===== src/sv/sorted_priority_queue_defines.svh =====
// assertion macros used by the sorted priority queue rtl
`ifndef SORTED_PRIORITY_QUEUE_DEFINES_SVH
`define SORTED_PRIORITY_QUEUE_DEFINES_SVH

// condition that must hold at every clock edge out of reset
`define SPQ_ASSERT_ALWAYS(lbl, expr) \
   lbl: assert property (@(posedge clock) disable iff (reset) (expr)) \
      else $error("spq invariant violated");

// consequence that must hold in the cycle after an antecedent
`define SPQ_ASSERT_NEXT(lbl, ante, cons) \
   lbl: assert property (@(posedge clock) disable iff (reset) (ante) |=> (cons)) \
      else $error("spq sequence violated");

`endif


===== src/sv/spq_pkg.sv =====
// shared types and opcodes of the sorted priority queue
package spq_pkg;

   localparam logic [1:0] OP_ENQ = 2'd0;
   localparam logic [1:0] OP_DEQ = 2'd1;
   localparam logic [1:0] OP_CNT = 2'd2;

   // contents of one queue slot, priority held as raw bits
   typedef struct packed {
      logic        valid;
      logic [31:0] prio;
      logic [31:0] payload;
   } spq_slot_type;

   // command broadcast to every cell of the chain
   typedef struct packed {
      logic        enq;
      logic        deq;
      logic [31:0] prio;
      logic [31:0] payload;
   } spq_cmd_type;

   typedef enum logic [2:0] {
      S_IDLE   = 3'b001,
      S_COUNT  = 3'b010,
      S_FINISH = 3'b100
   } spq_state_type;

endpackage


===== src/sv/spq_cell.sv =====
// one slot of the sorted chain with its insert, shift and count logic
module spq_cell #(
   parameter int CW = 5
) (
   input  logic                 clock,
   input  logic                 reset,
   input  spq_pkg::spq_cmd_type cmd,
   input  logic [31:0]          query_prio,
   input  spq_pkg::spq_slot_type left_slot,
   input  logic                 left_keep,
   input  spq_pkg::spq_slot_type right_slot,
   input  logic [CW-1:0]        left_acc,
   output spq_pkg::spq_slot_type slot,
   output logic                 keep,
   output logic [CW-1:0]        acc
);
   import spq_pkg::*;

   spq_slot_type  slot_ff;
   spq_slot_type  slot_in;
   logic [CW-1:0] acc_ff;
   logic [CW-1:0] acc_in;
   logic          match;

   // slot stays when it ranks at or above the new entry
   always_comb begin
      keep = slot_ff.valid && ($signed(cmd.prio) <= $signed(slot_ff.prio));
   end

   // insert here, take the left neighbor, or take the right neighbor
   always_comb begin
      slot_in = slot_ff;
      if (cmd.enq) begin
         if (!keep) begin
            if (left_keep) begin
               slot_in.valid   = 1'b1;
               slot_in.prio    = cmd.prio;
               slot_in.payload = cmd.payload;
            end else begin
               slot_in = left_slot;
            end
         end
      end else if (cmd.deq) begin
         slot_in = right_slot;
      end
   end

   // running match count rippling down the chain
   always_comb begin
      match  = slot_ff.valid && (slot_ff.prio == query_prio);
      acc_in = left_acc + CW'(match);
   end

   // only the valid bit is reset, contents load freely
   always_ff @(posedge clock) begin
      if (reset) begin
         slot_ff.valid <= 1'b0;
      end else begin
         slot_ff.valid <= slot_in.valid;
      end
      slot_ff.prio    <= slot_in.prio;
      slot_ff.payload <= slot_in.payload;
      acc_ff          <= acc_in;
   end

   assign slot = slot_ff;
   assign acc  = acc_ff;

endmodule


===== src/sv/sorted_priority_queue.sv =====
// enqueue and dequeue results pass through S_FINISH into the result register, count results
// via S_COUNT and S_FINISH; no new request is taken until S_FINISH hands its result over; a
// count query waits in S_COUNT while the match count ripples along the chain one cell a cycle
// the result register frees the request side while a response beat waits
// reset clears every slot valid bit, the fill count and the response valid
// slot contents are not cleared, and there is no clearing pass
`include "sorted_priority_queue_defines.svh"

module sorted_priority_queue #(
   parameter int CAPACITY = 16
) (
   input  logic                          clock,
   input  logic                          reset,
   input  logic                          req_valid,
   output logic                          req_ready,
   input  logic [1:0]                    req_opcode,
   input  logic [31:0]                   req_payload,
   input  logic signed [31:0]            req_prio,
   output logic                          rsp_valid,
   input  logic                          rsp_ready,
   output logic                          rsp_accepted,
   output logic [$clog2(CAPACITY+1)-1:0] rsp_match_count,
   output logic [$clog2(CAPACITY+1)-1:0] rsp_occupancy,
   output logic                          rsp_is_empty,
   output logic                          rsp_is_full,
   output logic [31:0]                   rsp_head_payload,
   output logic signed [31:0]            rsp_head_prio,
   output logic [31:0]                   rsp_tail_payload,
   output logic signed [31:0]            rsp_tail_prio
);
   import spq_pkg::*;

   localparam int CW   = $clog2(CAPACITY + 1);
   localparam int CNTW = (CAPACITY > 1) ? $clog2(CAPACITY) : 1;

   spq_slot_type  slot_q [CAPACITY];
   logic          keep_v [CAPACITY];
   logic [CW-1:0] acc_v  [CAPACITY];
   logic [CAPACITY-1:0] valid_vec;
   spq_cmd_type   cmd;

   spq_state_type state_ff, state_in;
   logic [CNTW-1:0] cnt_ff, cnt_in;
   logic [CW-1:0] fill_ff, fill_in;
   logic [1:0]    op_ff;
   logic          ok_ff;
   logic [31:0]   qprio_ff;
   logic [31:0]   tail_pay_ff;
   logic [31:0]   tail_prio_ff;

   logic          rsp_valid_ff, rsp_valid_in;
   logic          rsp_accepted_ff;
   logic [CW-1:0] rsp_match_ff;
   logic [CW-1:0] rsp_occ_ff;
   logic          rsp_empty_ff;
   logic          rsp_full_ff;
   logic [31:0]   rsp_head_pay_ff;
   logic [31:0]   rsp_head_prio_ff;
   logic [31:0]   rsp_tail_pay_ff;
   logic [31:0]   rsp_tail_prio_ff;

   logic accept, full, empty, enq_ok, deq_ok, cnt_op, rsp_load, tail_take;

   // cell chain, front at index 0
   for (genvar i = 0; i < CAPACITY; i++) begin : g_cell
      spq_slot_type  l_slot, r_slot;
      logic          l_keep;
      logic [CW-1:0] l_acc;
      if (i == 0) begin : g_front
         assign l_slot = '0;
         assign l_keep = 1'b1;
         assign l_acc  = '0;
      end else begin : g_mid
         assign l_slot = slot_q[i-1];
         assign l_keep = keep_v[i-1];
         assign l_acc  = acc_v[i-1];
      end
      if (i == CAPACITY - 1) begin : g_rear
         assign r_slot = '0;
      end else begin : g_next
         assign r_slot = slot_q[i+1];
      end
      spq_cell #(.CW(CW)) u_cell (
         .clock      (clock),
         .reset      (reset),
         .cmd        (cmd),
         .query_prio (qprio_ff),
         .left_slot  (l_slot),
         .left_keep  (l_keep),
         .right_slot (r_slot),
         .left_acc   (l_acc),
         .slot       (slot_q[i]),
         .keep       (keep_v[i]),
         .acc        (acc_v[i])
      );
      assign valid_vec[i] = slot_q[i].valid;
   end

   // request decode
   always_comb begin
      req_ready   = (state_ff == S_IDLE);
      accept      = req_valid && req_ready;
      full        = (fill_ff == CW'(CAPACITY));
      empty       = (fill_ff == '0);
      enq_ok      = accept && (req_opcode == OP_ENQ) && !full;
      deq_ok      = accept && (req_opcode == OP_DEQ) && !empty;
      cnt_op      = accept && (req_opcode == OP_CNT);
      cmd.enq     = enq_ok;
      cmd.deq     = deq_ok;
      cmd.prio    = req_prio;
      cmd.payload = req_payload;
      tail_take   = enq_ok && (empty || ($signed(req_prio) <= $signed(tail_prio_ff)));
      rsp_load    = (state_ff == S_FINISH) && (!rsp_valid_ff || rsp_ready);
   end

   // fill count
   always_comb begin
      fill_in = fill_ff;
      if (enq_ok) begin
         fill_in = fill_ff + CW'(1);
      end else if (deq_ok) begin
         fill_in = fill_ff - CW'(1);
      end
   end

   // sequencer: for a count query wait out the count wave, then hand over the result
   always_comb begin
      state_in = state_ff;
      cnt_in   = cnt_ff;
      case (state_ff)
         S_IDLE: begin
            cnt_in = '0;
            if (accept) begin
               state_in = (req_opcode == OP_CNT) ? S_COUNT : S_FINISH;
            end
         end
         S_COUNT: begin
            if (cnt_ff == CNTW'(CAPACITY - 1)) begin
               state_in = S_FINISH;
            end else begin
               cnt_in = cnt_ff + CNTW'(1);
            end
         end
         S_FINISH: begin
            if (rsp_load) begin
               state_in = S_IDLE;
            end
         end
         default: begin
            state_in = S_IDLE;
         end
      endcase
   end

   // response valid
   always_comb begin
      rsp_valid_in = rsp_valid_ff;
      if (rsp_load) begin
         rsp_valid_in = 1'b1;
      end else if (rsp_ready) begin
         rsp_valid_in = 1'b0;
      end
   end

   always_ff @(posedge clock) begin
      if (reset) begin
         state_ff     <= S_IDLE;
         fill_ff      <= '0;
         rsp_valid_ff <= 1'b0;
      end else begin
         state_ff     <= state_in;
         fill_ff      <= fill_in;
         rsp_valid_ff <= rsp_valid_in;
      end
   end

   // operation context and rear entry tracking
   always_ff @(posedge clock) begin
      cnt_ff <= cnt_in;
      if (accept) begin
         op_ff    <= req_opcode;
         ok_ff    <= enq_ok || deq_ok || cnt_op;
         qprio_ff <= req_prio;
      end
      if (tail_take) begin
         tail_pay_ff  <= req_payload;
         tail_prio_ff <= req_prio;
      end
   end

   // result register
   always_ff @(posedge clock) begin
      if (rsp_load) begin
         rsp_accepted_ff  <= ok_ff;
         rsp_match_ff     <= (op_ff == OP_CNT) ? acc_v[CAPACITY-1] : '0;
         rsp_occ_ff       <= fill_ff;
         rsp_empty_ff     <= empty;
         rsp_full_ff      <= full;
         rsp_head_pay_ff  <= empty ? 32'd0 : slot_q[0].payload;
         rsp_head_prio_ff <= empty ? 32'd0 : slot_q[0].prio;
         rsp_tail_pay_ff  <= empty ? 32'd0 : tail_pay_ff;
         rsp_tail_prio_ff <= empty ? 32'd0 : tail_prio_ff;
      end
   end

   assign rsp_valid        = rsp_valid_ff;
   assign rsp_accepted     = rsp_accepted_ff;
   assign rsp_match_count  = rsp_match_ff;
   assign rsp_occupancy    = rsp_occ_ff;
   assign rsp_is_empty     = rsp_empty_ff;
   assign rsp_is_full      = rsp_full_ff;
   assign rsp_head_payload = rsp_head_pay_ff;
   assign rsp_head_prio    = $signed(rsp_head_prio_ff);
   assign rsp_tail_payload = rsp_tail_pay_ff;
   assign rsp_tail_prio    = $signed(rsp_tail_prio_ff);

   // fill count agrees with the valid cells of the chain
   `SPQ_ASSERT_ALWAYS(a_fill_matches_cells, CW'($countones(valid_vec)) == fill_ff)
   // fill count never passes capacity
   `SPQ_ASSERT_ALWAYS(a_fill_bounded, fill_ff <= CW'(CAPACITY))
   // rear entry never ranks above the front entry
   `SPQ_ASSERT_ALWAYS(a_tail_below_head, empty || $signed(tail_prio_ff) <= $signed(slot_q[0].prio))
   // chain holds still while a count wave runs
   `SPQ_ASSERT_NEXT(a_count_stable, state_ff == S_COUNT, $stable(valid_vec))
   // accepted enqueue grows the queue by one
   `SPQ_ASSERT_NEXT(a_enq_grows, enq_ok, fill_ff == $past(fill_ff) + CW'(1))

endmodule

===== config.mk =====
export PLATFORM = sky130hd
export DESIGN_NAME = sorted_priority_queue
export DESIGN_NICKNAME = d
export VERILOG_FILES = /design/src/sv/spq_pkg.sv /design/src/sv/spq_cell.sv /design/src/sv/sorted_priority_queue.sv
export VERILOG_INCLUDE_DIRS = /design/src /design/src/sv
export SDC_FILE = /design/constraint.sdc
export NUM_CORES = 2
export LEC_CHECK = 0
export ABC_AREA = 0
export BUFFER_PORTS_ARGS = -buffer_cell sky130_fd_sc_hd__buf_4
export CAP_MARGIN = 20
export CORE_MARGIN = 4
export CORE_UTILIZATION = 59
export CTS_CLUSTER_DIAMETER = 30
export CTS_CLUSTER_SIZE = 10
export DETAILED_ROUTE_END_ITERATION = 16
export GPL_ROUTABILITY_DRIVEN = 0
export PLACE_DENSITY_LB_ADDON = 0.3
export SYNTH_ARGS = -nofsm -noshare
export SYNTH_HDL_FRONTEND = slang
export SYNTH_SLANG_ARGS = --single-unit

===== constraint.sdc =====
create_clock -name clock -period 22.4 [get_ports clock]
set_clock_uncertainty 0.2 [all_clocks]
set_input_delay 2.24 -clock clock [delete_from_list [all_inputs] [get_ports clock]]
set_output_delay 2.24 -clock clock [all_outputs]
set_load 0.01 [all_outputs]

==> run metrics <==
status complete, no violations; clock buffer count from CTS 321; clk root buf clkbuf_16; drt via density 7.04; Startpoint Class input port; YS warnings 0; RSZ-0062 raised after global routing no; setup TNS 0 ns; synthesized net count 8,474; # IOs 213; CTS clk-pin slew, worst paths 0.05 ns; final period utilization 33.3%; synth top area cells edfxtp_1 47%, ha_1 8.8%, xnor2_1 5.2%, nand2_1 4.1%, nand3_1 4.1%; nets@finish 8,542; count of final hold-check violations 0; initial antenna violation count 10; Starting Density 59.4%; Die Height 380 um; Iter 0 DRT Violations 10,600; CP Capture Type flip-flop; DR pass1 iterations 14; area of the multi-input gates 37,700 um2; Post-synth ARST share 0%; Primary FF master, synth edfxtp_1; area delta synth->final 16.4%; commonest non-fill, non-tap cells in the layout 1,268 x edfxtp_1, 880 x nand2_1, 660 x nand3_1; count of cell types in the netlist 84; register area share after synthesis 48.9%; Die Wd 380 um; Layout Cells excl Fill 9,928; final core utilization 69.2%; post-synthesis instance total 7,826; HPWL after DPL 187 mm; layout cell share with drive strength beyond 1 11.7%; Hold Crit Class flip-flop to flip-flop; worst-skew pair later-pin latency 0.92 ns; Synth Cell Area 81,700 um2; CTS max path bufs 4; per-cell routed wire length 28.3 um; Fillers 9,660; Final min period 7.46 ns; Final setup viols 0; P_leak 36.3 nW; CTS tree yes; largest net degree at the start of global routing 270; Setup Crit Path Kind input port to flip-flop; first-pass GRT wire length 418 mm; hold buffers post-CTS 0; register area 40,000 um2; Post-CTS Setup Bufs 0; via count 69,900; Least-Margin Pin Slew 1.29 ns; Peak VDD IR 0.0937 mV; Clock Sinks 1,363; Max FO, Critical Path 153; Routed Antenna Nets 0; Syn Area/Cell 10.4 um2; number of global-route vias before repair 69,200; WP data required 22.88 ns; largest area contributor in the netlist edfxtp_1; most common cell after layout, fill and taps aside edfxtp_1; Routed WL 281 mm; input/output buffers 212; CP arrival 7.94 ns; Max-Cap Viols 0; CTS H-Tree Depth 5; FP Rows 136; Yosys top cell area share 46.6%; Synth Register Bits 1,363; fmax 134 MHz; Power Dens Cells 92.8 nW/um2; number of synthesized flops with an enable pin 1,268; DIE AREA 144,000 um2; drt drc 0; placed cells 9,362; Slew HR 13.7%; post-CTS resize count 0; core region area 137,000 um2; Slew Viols, Final 0; grt total ovfl 0; total track usage 37.5%
[worst max-delay path, stage by stage]
cell and delay, ns:
buf_4 0.09, nand2_1 0.12, nor4_4 0.24, buf_4 0.60, buf_12 0.53, buf_4 0.81, buf_4 0.85, buf_4 0.94
nand2_1 0.65, o221ai_1 0.39
[routing by layer]
layer	global-route usage [%]	up-vias	routed length, um
li1	-	29400	-
met1	45.1	33400	95100
met2	58.6	5608	127000
met3	11.0	1503	36800
met4	24.8	10	22500
met5	0	-	69
[where the power goes]
part           internal [W]  switching, W  total (W)
clock network       0.00315       0.00149    0.00464
registers           0.00300      0.000116    0.00311
logic              0.000349      0.000720    0.00107
total               0.00650       0.00233    0.00882
[flip-flops by register name (all words and copies together), names as in the netlist, 2 cells and up]
name / flops
cnt_ff: 4
g_cell.u_cell.slot: 1040
rsp_match_count: 5
tail_prio_ff: 32
fill_ff: 5
g_cell.u_cell.acc: 70
tail_pay_ff: 32
op_ff: 2
rsp_tail_payload: 32
state_ff: 3
rsp_occupancy: 5
rsp_head_payload: 32
qprio_ff: 32
rsp_tail_prio: 32
rsp_head_prio: 32
[cells in the mapped netlist (all sizes together) (5+ instances only)]
master and instances:
a311oi 6, and3 11, a221o 5, buf 75
and2 15, nand2 888, nand3 662, or2 41
o31ai 5, a22oi 6, o311a 5, o211ai 254
nand4 213, o221a 127, a21o 71, a21oi 287
nor2 199, dfxtp 95, a221oi 9, or3 9
nor2b 98, o21a 12, xor2 76, o22ai 38
inv 555, a211oi 17, mux2i 264, nand2b 68
clkbuf 506, o21ai 324, nor3 20, edfxtp 1268
and4 18, xnor2 481, o221ai 250, o311ai 125
a2111oi 8, nand3b 5, nor4 72, ha 577
[per-stage QoR]
step                      power (W)  setup WS [ns]  hold slack [ns]  area [um2]
after floorplan             0.00378          12.79            0.200       81700
after global placement      0.00411          14.59            0.208       84400
after detailed placement    0.00415          14.45            0.210       84400
after CTS                   0.00877          15.27            0.224       95100
after global routing        0.00904          14.84            0.236       95100
final                       0.00882          14.94            0.226       95100
[layout make-up]
type,count,area share (%)
Clock inverter,188,2.30
Timing Repair Buffer,326,2.60
Inverter,556,2.20
Clock buffer,371,8.86
Sequential cell,1363,42.1
Antenna cell,4,0.0105
Multi-Input combinational cell,5326,39.6
Tap cell,1794,2.36
[path summary, 6_finish.rpt]
path	depth (start not counted)	start	slack [ns]	endpoint
max	10	req_valid	14.94	g_cell[13].u_cell.slot[55]
min	0	ok_ff	0.23	rsp_accepted
max reg2reg	11	state_ff[2]	15.46	g_cell[13].u_cell.slot[55]
min reg2reg	0	ok_ff	0.23	rsp_accepted
[cell families after synthesis]
kind of cell,after synthesis,share of synthesized area [%]
XOR/XNOR,557,5.97
AND/OR/NAND/NOR,2332,13.6
buffers and inverters,1137,5.30
adder cells (fa/ha/maj),578,8.86
flip-flops,1363,48.9
multiplexers,268,3.29
AO/OA/AOI/OAI,1591,14.0
Power figures use the tool's default switching activity.
